**config.mk**
```make
export PLATFORM = sky130hd
export DESIGN_NAME = csrgm_ctrl
export DESIGN_NICKNAME = d
export VERILOG_FILES = /design/src/rtl/csrgm_pkg.sv /design/src/rtl/csrgm_ctrl.sv
export SDC_FILE = /design/constraint.sdc
export NUM_CORES = 1
export LEC_CHECK = 0
export ABC_CLOCK_PERIOD_IN_PS = 2750
export BUFFER_PORTS_ARGS = -buffer_cell sky130_fd_sc_hd__buf_2
export CORE_AREA = 5 5 70 88
export CTS_CLUSTER_SIZE = 14
export DETAILED_ROUTE_END_ITERATION = 16
export DIE_AREA = 0 0 75 93
export GPL_ROUTABILITY_DRIVEN = 0
export PLACE_DENSITY = 0.65
export SLEW_MARGIN = 15
export SYNTH_ARGS = -nofsm -noshare
export SYNTH_HDL_FRONTEND = slang
export SYNTH_SLANG_ARGS = --single-unit
```
**constraint.sdc**
```tcl
create_clock -name clk -period 2.75 [get_ports clk]
set_clock_uncertainty 0.2 [all_clocks]
set_input_delay 0.55 -clock clk [delete_from_list [all_inputs] [get_ports clk]]
set_output_delay 0.55 -clock clk [all_outputs]
set_load 0.005 [all_outputs]
```
**src/rtl/csrgm_pkg.sv**
```systemverilog
`timescale 1ns / 1ps
package csrgm_pkg;

  localparam int MAX_NODES   = 256;
  localparam int MAX_ENTRIES = 1024;

  localparam int ID_W   = 8;
  localparam int SLOT_W = 10;
  localparam int NCNT_W = 9;
  localparam int ECNT_W = 11;
  localparam int RS_AW  = $clog2(MAX_NODES + 1);
  localparam int NB_AW  = $clog2(MAX_ENTRIES);

  localparam logic [2:0] OP_ADD_NODE = 3'd0;
  localparam logic [2:0] OP_DEL_NODE = 3'd1;
  localparam logic [2:0] OP_ADD_EDGE = 3'd2;
  localparam logic [2:0] OP_DEL_EDGE = 3'd3;
  localparam logic [2:0] OP_READ     = 3'd4;

  localparam logic [1:0] ST_OK   = 2'd0;
  localparam logic [1:0] ST_BAD  = 2'd1;
  localparam logic [1:0] ST_FULL = 2'd2;

  typedef struct packed {
    logic [2:0]        op;
    logic [ID_W-1:0]   node_a;
    logic [ID_W-1:0]   node_b;
    logic [SLOT_W-1:0] slot;
  } in_item_t;

  typedef struct packed {
    logic [1:0]        status;
    logic [NCNT_W-1:0] node_count;
    logic [ECNT_W-1:0] edge_count;
    logic [ECNT_W-1:0] row_begin;
    logic [ECNT_W-1:0] row_finish;
    logic [ID_W-1:0]   neighbor;
  } out_item_t;

  typedef enum logic [5:0] {
    C_NOP,
    C_CAPTURE,
    C_SET_AB,
    C_SET_BA,
    C_RS_RD_FROM,
    C_LATCH_LO,
    C_LATCH_HI,
    C_SCAN_RD,
    C_SET_FOUND,
    C_INC_I,
    C_DN_RD,
    C_DN_WR,
    C_DEC_ENT,
    C_RS_RD_FROM1,
    C_INS_INIT,
    C_UP_RD,
    C_UP_WR,
    C_INS_WR,
    C_RA_RD,
    C_RA_INC,
    C_RA_DEC,
    C_GROW_A,
    C_GROW_B,
    C_GROW_WR,
    C_GROW_END,
    C_EDGE_INIT,
    C_TAKE_FWD,
    C_TAKE_BWD,
    C_DROP_INIT,
    C_DROP_RD,
    C_DROP_ROW,
    C_DROP_CP,
    C_DROP_NEXT,
    C_DROP_FIN,
    C_RD_SLOT,
    C_FIN_OK,
    C_FIN_BAD,
    C_FIN_FULL,
    C_PUSH
  } dp_cmd_t;

  typedef struct packed {
    logic [2:0] op;
    logic       a_big;
    logic       b_big;
    logic       a_lt_n;
    logic       b_lt_n;
    logic       a_eq_b;
    logic       fits;
    logic       fwd;
    logic       bwd;
    logic       more_i;
    logic       match;
    logic       dn_more;
    logic       up_more;
    logic       ra_more;
    logic       grow_more;
    logic       drop_more;
    logic       drop_skip;
    logic       out_free;
  } dp_stat_t;

endpackage

```
**src/rtl/csrgm_ctrl.sv**
```systemverilog
`timescale 1ns / 1ps
module csrgm_ctrl import csrgm_pkg::*; (
  input  logic     clk,
  input  logic     rst_n,
  input  logic     in_valid,
  input  dp_stat_t stat,
  output dp_cmd_t  cmd,
  output logic     in_stall
);

  typedef enum logic [4:0] {
    S_IDLE, S_DISP,
    S_RL0, S_RL1, S_RL2,
    S_SC0, S_SC1,
    S_DS0, S_DS1,
    S_IN0, S_IN1, S_IN2, S_IN3,
    S_RA0, S_RA1,
    S_GROW,
    S_DR0, S_DR1, S_DR2, S_DR3,
    S_DONE
  } state_t;

  typedef enum logic [1:0] {RT_HAS, RT_DEL, RT_READ, RT_INS} rt_t;

  state_t     state_r, state_nxt;
  rt_t        rt_r, rt_nxt;
  logic [3:0] phase_r, phase_nxt;
  logic       stall_r, stall_nxt;

  always_comb begin
    state_nxt = state_r;
    rt_nxt    = rt_r;
    phase_nxt = phase_r;
    cmd       = C_NOP;
    case (state_r)
      S_IDLE: begin
        if (in_valid) begin
          cmd       = C_CAPTURE;
          state_nxt = S_DISP;
          phase_nxt = 4'd0;
        end
      end
      S_DISP: begin
        case (stat.op)
          OP_ADD_NODE: begin
            if (phase_r == 4'd0) begin
              if (stat.a_big) begin
                cmd = C_FIN_BAD; state_nxt = S_DONE;
              end else begin
                cmd = C_GROW_A; state_nxt = S_GROW; phase_nxt = 4'd1;
              end
            end else begin
              cmd = C_FIN_OK; state_nxt = S_DONE;
            end
          end
          OP_DEL_NODE: begin
            if (phase_r == 4'd0) begin
              if (!stat.a_lt_n) begin
                cmd = C_FIN_BAD; state_nxt = S_DONE;
              end else begin
                cmd = C_DROP_INIT; state_nxt = S_DR0; phase_nxt = 4'd1;
              end
            end else begin
              cmd = C_FIN_OK; state_nxt = S_DONE;
            end
          end
          OP_ADD_EDGE: begin
            case (phase_r)
              4'd0: begin
                if (stat.a_big || stat.b_big) begin
                  cmd = C_FIN_BAD; state_nxt = S_DONE;
                end else begin
                  cmd       = C_EDGE_INIT;
                  phase_nxt = (stat.a_lt_n && stat.b_lt_n) ? 4'd1 : 4'd5;
                end
              end
              4'd1: begin
                cmd = C_SET_AB; rt_nxt = RT_HAS; state_nxt = S_RL0; phase_nxt = 4'd2;
              end
              4'd2: begin
                cmd = C_TAKE_FWD; phase_nxt = 4'd3;
              end
              4'd3: begin
                if (!stat.a_eq_b) begin
                  cmd = C_SET_BA; rt_nxt = RT_HAS; state_nxt = S_RL0; phase_nxt = 4'd4;
                end else begin
                  phase_nxt = 4'd5;
                end
              end
              4'd4: begin
                cmd = C_TAKE_BWD; phase_nxt = 4'd5;
              end
              4'd5: begin
                if (!stat.fits) begin
                  cmd = C_FIN_FULL; state_nxt = S_DONE;
                end else begin
                  cmd = C_GROW_A; state_nxt = S_GROW; phase_nxt = 4'd6;
                end
              end
              4'd6: begin
                cmd = C_GROW_B; state_nxt = S_GROW; phase_nxt = 4'd7;
              end
              4'd7: begin
                phase_nxt = 4'd8;
                if (stat.fwd) begin
                  cmd = C_SET_AB; rt_nxt = RT_INS; state_nxt = S_IN0;
                end
              end
              4'd8: begin
                phase_nxt = 4'd9;
                if (stat.bwd) begin
                  cmd = C_SET_BA; rt_nxt = RT_INS; state_nxt = S_IN0;
                end
              end
              default: begin
                cmd = C_FIN_OK; state_nxt = S_DONE;
              end
            endcase
          end
          OP_DEL_EDGE: begin
            case (phase_r)
              4'd0: begin
                if (!(stat.a_lt_n && stat.b_lt_n)) begin
                  cmd = C_FIN_BAD; state_nxt = S_DONE;
                end else begin
                  cmd = C_SET_AB; rt_nxt = RT_DEL; state_nxt = S_RL0; phase_nxt = 4'd1;
                end
              end
              4'd1: begin
                cmd = C_SET_BA; rt_nxt = RT_DEL; state_nxt = S_RL0; phase_nxt = 4'd2;
              end
              default: begin
                cmd = C_FIN_OK; state_nxt = S_DONE;
              end
            endcase
          end
          OP_READ: begin
            case (phase_r)
              4'd0: begin
                if (!stat.a_lt_n) begin
                  cmd = C_FIN_BAD; state_nxt = S_DONE;
                end else begin
                  cmd = C_SET_AB; rt_nxt = RT_READ; state_nxt = S_RL0; phase_nxt = 4'd1;
                end
              end
              4'd1: begin
                cmd = C_RD_SLOT; phase_nxt = 4'd2;
              end
              default: begin
                cmd = C_FIN_OK; state_nxt = S_DONE;
              end
            endcase
          end
          default: begin
            cmd = C_FIN_BAD; state_nxt = S_DONE;
          end
        endcase
      end
      // row bounds of from
      S_RL0: begin cmd = C_RS_RD_FROM; state_nxt = S_RL1; end
      S_RL1: begin cmd = C_LATCH_LO;   state_nxt = S_RL2; end
      S_RL2: begin
        cmd       = C_LATCH_HI;
        state_nxt = (rt_r == RT_READ) ? S_DISP : S_SC0;
      end
      S_SC0: begin
        if (stat.more_i) begin
          cmd = C_SCAN_RD; state_nxt = S_SC1;
        end else begin
          state_nxt = S_DISP;
        end
      end
      S_SC1: begin
        if (stat.match) begin
          if (rt_r == RT_HAS) begin
            cmd = C_SET_FOUND; state_nxt = S_DISP;
          end else begin
            state_nxt = S_DS0;
          end
        end else begin
          cmd = C_INC_I; state_nxt = S_SC0;
        end
      end
      // close the gap left by a deleted item
      S_DS0: begin
        if (stat.dn_more) begin
          cmd = C_DN_RD; state_nxt = S_DS1;
        end else begin
          cmd = C_DEC_ENT; state_nxt = S_RA0;
        end
      end
      S_DS1: begin cmd = C_DN_WR; state_nxt = S_DS0; end
      // open a gap at the end of the row, top down
      S_IN0: begin cmd = C_RS_RD_FROM1; state_nxt = S_IN1; end
      S_IN1: begin cmd = C_INS_INIT;    state_nxt = S_IN2; end
      S_IN2: begin
        if (stat.up_more) begin
          cmd = C_UP_RD; state_nxt = S_IN3;
        end else begin
          cmd = C_INS_WR; state_nxt = S_RA0;
        end
      end
      S_IN3: begin cmd = C_UP_WR; state_nxt = S_IN2; end
      S_RA0: begin
        if (stat.ra_more) begin
          cmd = C_RA_RD; state_nxt = S_RA1;
        end else begin
          state_nxt = S_DISP;
        end
      end
      S_RA1: begin
        cmd       = (rt_r == RT_INS) ? C_RA_INC : C_RA_DEC;
        state_nxt = S_RA0;
      end
      S_GROW: begin
        if (stat.grow_more) begin
          cmd = C_GROW_WR;
        end else begin
          cmd = C_GROW_END; state_nxt = S_DISP;
        end
      end
      // compacting pass over all rows
      S_DR0: begin
        if (stat.drop_more) begin
          cmd = C_DROP_RD; state_nxt = S_DR1;
        end else begin
          cmd = C_DROP_FIN; state_nxt = S_DISP;
        end
      end
      S_DR1: begin cmd = C_DROP_ROW; state_nxt = S_DR2; end
      S_DR2: begin
        if (!stat.drop_skip && stat.more_i) begin
          cmd = C_SCAN_RD; state_nxt = S_DR3;
        end else begin
          cmd = C_DROP_NEXT; state_nxt = S_DR0;
        end
      end
      S_DR3: begin cmd = C_DROP_CP; state_nxt = S_DR2; end
      S_DONE: begin
        if (stat.out_free) begin
          cmd = C_PUSH; state_nxt = S_IDLE;
        end
      end
      default: state_nxt = S_IDLE;
    endcase
    stall_nxt = (state_nxt != S_IDLE);
  end

  always_ff @(posedge clk) begin
    if (!rst_n) begin
      state_r <= S_IDLE;
      rt_r    <= RT_HAS;
      phase_r <= 4'd0;
      stall_r <= 1'b0;
    end else begin
      state_r <= state_nxt;
      rt_r    <= rt_nxt;
      phase_r <= phase_nxt;
      stall_r <= stall_nxt;
    end
  end

  assign in_stall = stall_r;

endmodule

```
==> impl_metrics.ini <==
[status]
outcome = finished with violations
violations = negative setup slack

[critical_path]
cpMostUsedCell = or4_4
critPathRequiredTime_ns = 2.00
slowest_delay_ns = 0.58
critPathLaunchType = flop
r2r_slack_ns = 0.16
r2r_end = in_stall
timing.critical_path.cells = or4_4 -> or4_4 -> a21oi_2 -> a311o_1 -> buf_2
worstPathBufferInverterCount = 1
critPathSlowestCell = or4_4
arrival_ns = 2.11
crit_type = flop to output port
r2r_start = phase_r[1]
end_kind = output port
r2r_cells = 8
cp_top_family = simple AND/OR/NAND/NOR gates
worst-path-max-fanout = 6

[run]
drv_cap = 0

[layout]
nFillCells = 482
drive_gt1_frac = 0.343
final_cell_mix = buf_4, nor2_1, a21oi_1
final-seq-area_um2 = 258
multi_input_area_um2 = 1910
post-route-cell-area_um2 = 3110
area_delta_synth_final_pct = 37.0
mostFrequentLayoutCell = buf_4
fin_cells = 487
nNetsFinal = 447
diodes = 0

[power_and_ir_drop]
p_total_mw = 2.08
p_comb_frac = 0.785
leakagePower_nw = 1.25
pwr-share-seq = 0.125
netSwitchingPower_mw = 0.981
ir_drop_mv = 0.219
power.internal_mw = 1.10
switching_share = 0.472
power_density_nw_per_um2 = 669
clock_power_share = 0.090

[clocking]
hold_buffers = 0
cts.htree.levels = 1
cts_tree = built
cts_buffers = 3
insertion_delay_ns = 0.24
root_buffer = clkbuf_8
clk_pin_slew_ns = 0.05
clock_sink_count = 12
clockBufferDepth = 2

[floorplan]
initial_core_util = 0.429
die_h_um = 93
rows = 30
ios = 30
die_area_um2 = 6980
die_w_um = 75
core_um2 = 5290

[logic_synthesis]
synthCells = 350
async_reset_ff_frac = 0
synth_area_leaders = dfxtp_1, a21oi_1, nor2_1
yosysSeqAreaShare = 0.106
netlist.area_leader.share = 0.106
yosysUniqueCellTypes = 68
yosysWarnings = 0
synth_area_per_cell_um2 = 6.48
yosys_register_bits = 12
ys.flop_type = dfxtp_1
synthesis.area_um2 = 2270
synth_largest_area_cell = dfxtp_1
syn_nets = 373
synth_edf_count = 0

[sta]
grt_setup_unrepaired = yes
setup_slack_ns = -0.105
slew_headroom = 0.623
fin_tns_setup_ns = -0.261
setup_violations = 3
period_minus_slack_ns = 2.86
finalHoldViolCount = 0
final.period_utilization = 1.04
drv_slew = 0
fmax_mhz = 350
worst_pin_slew_ns = 0.565

[hold_path]
holdPathEnd = phase_r[3]
min-delay-start = phase_r[3]
whs_path_depth = 1
hold_class = flop to flop

[drt]
vias_per_cell = 6.61
wirelength_um = 8880
vias = 3218
drtPass1Iterations = 5
postRouteAntennaNets = 0
initialDrtViolationCount = 259
drc = 0
wl_per_cell_um = 18.2

[global_routing]
grt_first_pass_wirelength_um = 14100
first_global_vias = 3002
grt_max_degree = 32
grt_antenna_before_repair = 0
track_usage = 0.253
grt-ovfl-total = 0

[place]
dp_hpwl_um = 6670
dp_slack_ns = -0.00893
io_buffers = 29
place_area_um2 = 2780
dp_cells = 467
[power groups by stage]
| stage | Sequential (mW) | Combinational (mW) | Clock (mW) |
|---|---|---|---|
| floorplan | 0.237 | 0.932 | 0 |
| global placement | 0.257 | 1.44 | 0 |
| detailed placement | 0.258 | 1.46 | 0 |
| finish | 0.259 | 1.63 | 0.188 |
| global route | 0.266 | 1.75 | 0.203 |
| CTS | 0.255 | 1.50 | 0.192 |
[cell usage after synthesis (3+ instances only)]
cell / number
or2_2: 3
a31oi_1: 7
a2111oi_0: 3
o21bai_1: 3
nand2b_1: 17
and2_1: 3
a21boi_0: 3
a211oi_1: 6
buf_4: 4
inv_1: 9
buf_2: 14
or3_1: 3
a311oi_1: 3
nand3b_1: 3
a211o_1: 4
buf_1: 5
clkbuf_1: 9
o21a_1: 4
nor4b_1: 3
dfxtp_1: 12
nor2_1: 37
o32ai_1: 6
o221ai_1: 3
a22o_1: 6
nand2_1: 31
nand3_1: 9
nand4_1: 4
a22oi_1: 4
o22ai_1: 4
nor2b_1: 9
nor3b_1: 3
a21oi_1: 39
o21ai_0: 24
nor3_1: 7
[worst max path at each step]
stage,from,to,cells after the start
4_1_cts,phase_r[3],cmd[4],5
2_1_floorplan,stat[19],cmd[4],7
6_report,phase_r[0],cmd[4],5
3_5_place_dp,stat[8],cmd[1],8
5_1_grt,phase_r[0],cmd[0],9
3_3_place_gp,stat[8],cmd[2],8
[per-layer routing]
metal / part of all wire / GRT usage / up-vias / wire length, µm
met1: 0.37 / 0.295 / 1469 / 3320
met2: 0.48 / 0.424 / 224 / 4280
met4: 0.062 / 0.151 / 0 / 546
met5: 0 / 0 / - / 0
met3: 0.083 / 0.0376 / 48 / 734
li1: - / - / 1477 / -
[per-stage QoR]
step                       util  hold slack [ns]
after floorplan               -            0.316
after global placement    0.526            0.342
after detailed placement  0.526            0.365
after CTS                 0.562            0.326
after global routing      0.587            0.343
final                     0.587            0.333
[logic make-up (layout without fill, tap and decap cells)]
group / Yosys count / after routing / share of synthesized area
AO/OA/AOI/OAI: 148 / 148 / 0.453
XOR/XNOR: 1 / 1 / 0.00386
buffers and inverters: 42 / 115 / 0.0871
flip-flops: 12 / 12 / 0.106
multiplexers: 1 / 1 / 0.00441
AND/OR/NAND/NOR: 146 / 146 / 0.345
[final cells by class]
class | instances | area share
Inverter | 9 | 0.0121
Clock buffer | 4 | 0.0177
Timing Repair Buffer | 102 | 0.246
Multi-Input combinational cell | 296 | 0.615
Tap cell | 64 | 0.0258
Sequential cell | 12 | 0.0829
[repair_timing]
item	in CTS	in global routing
setup endpoints to repair	6	6
gates resized for setup	22	18
gates cloned	1	0
setup buffers	6	9
pin swaps	7	10
[registers in the layout, summed over array words and instances, names as in the netlist]
name and count:
phase_r 4, in_stall 1, rt_r 2, state_r 5
Power figures use the tool's default switching activity.
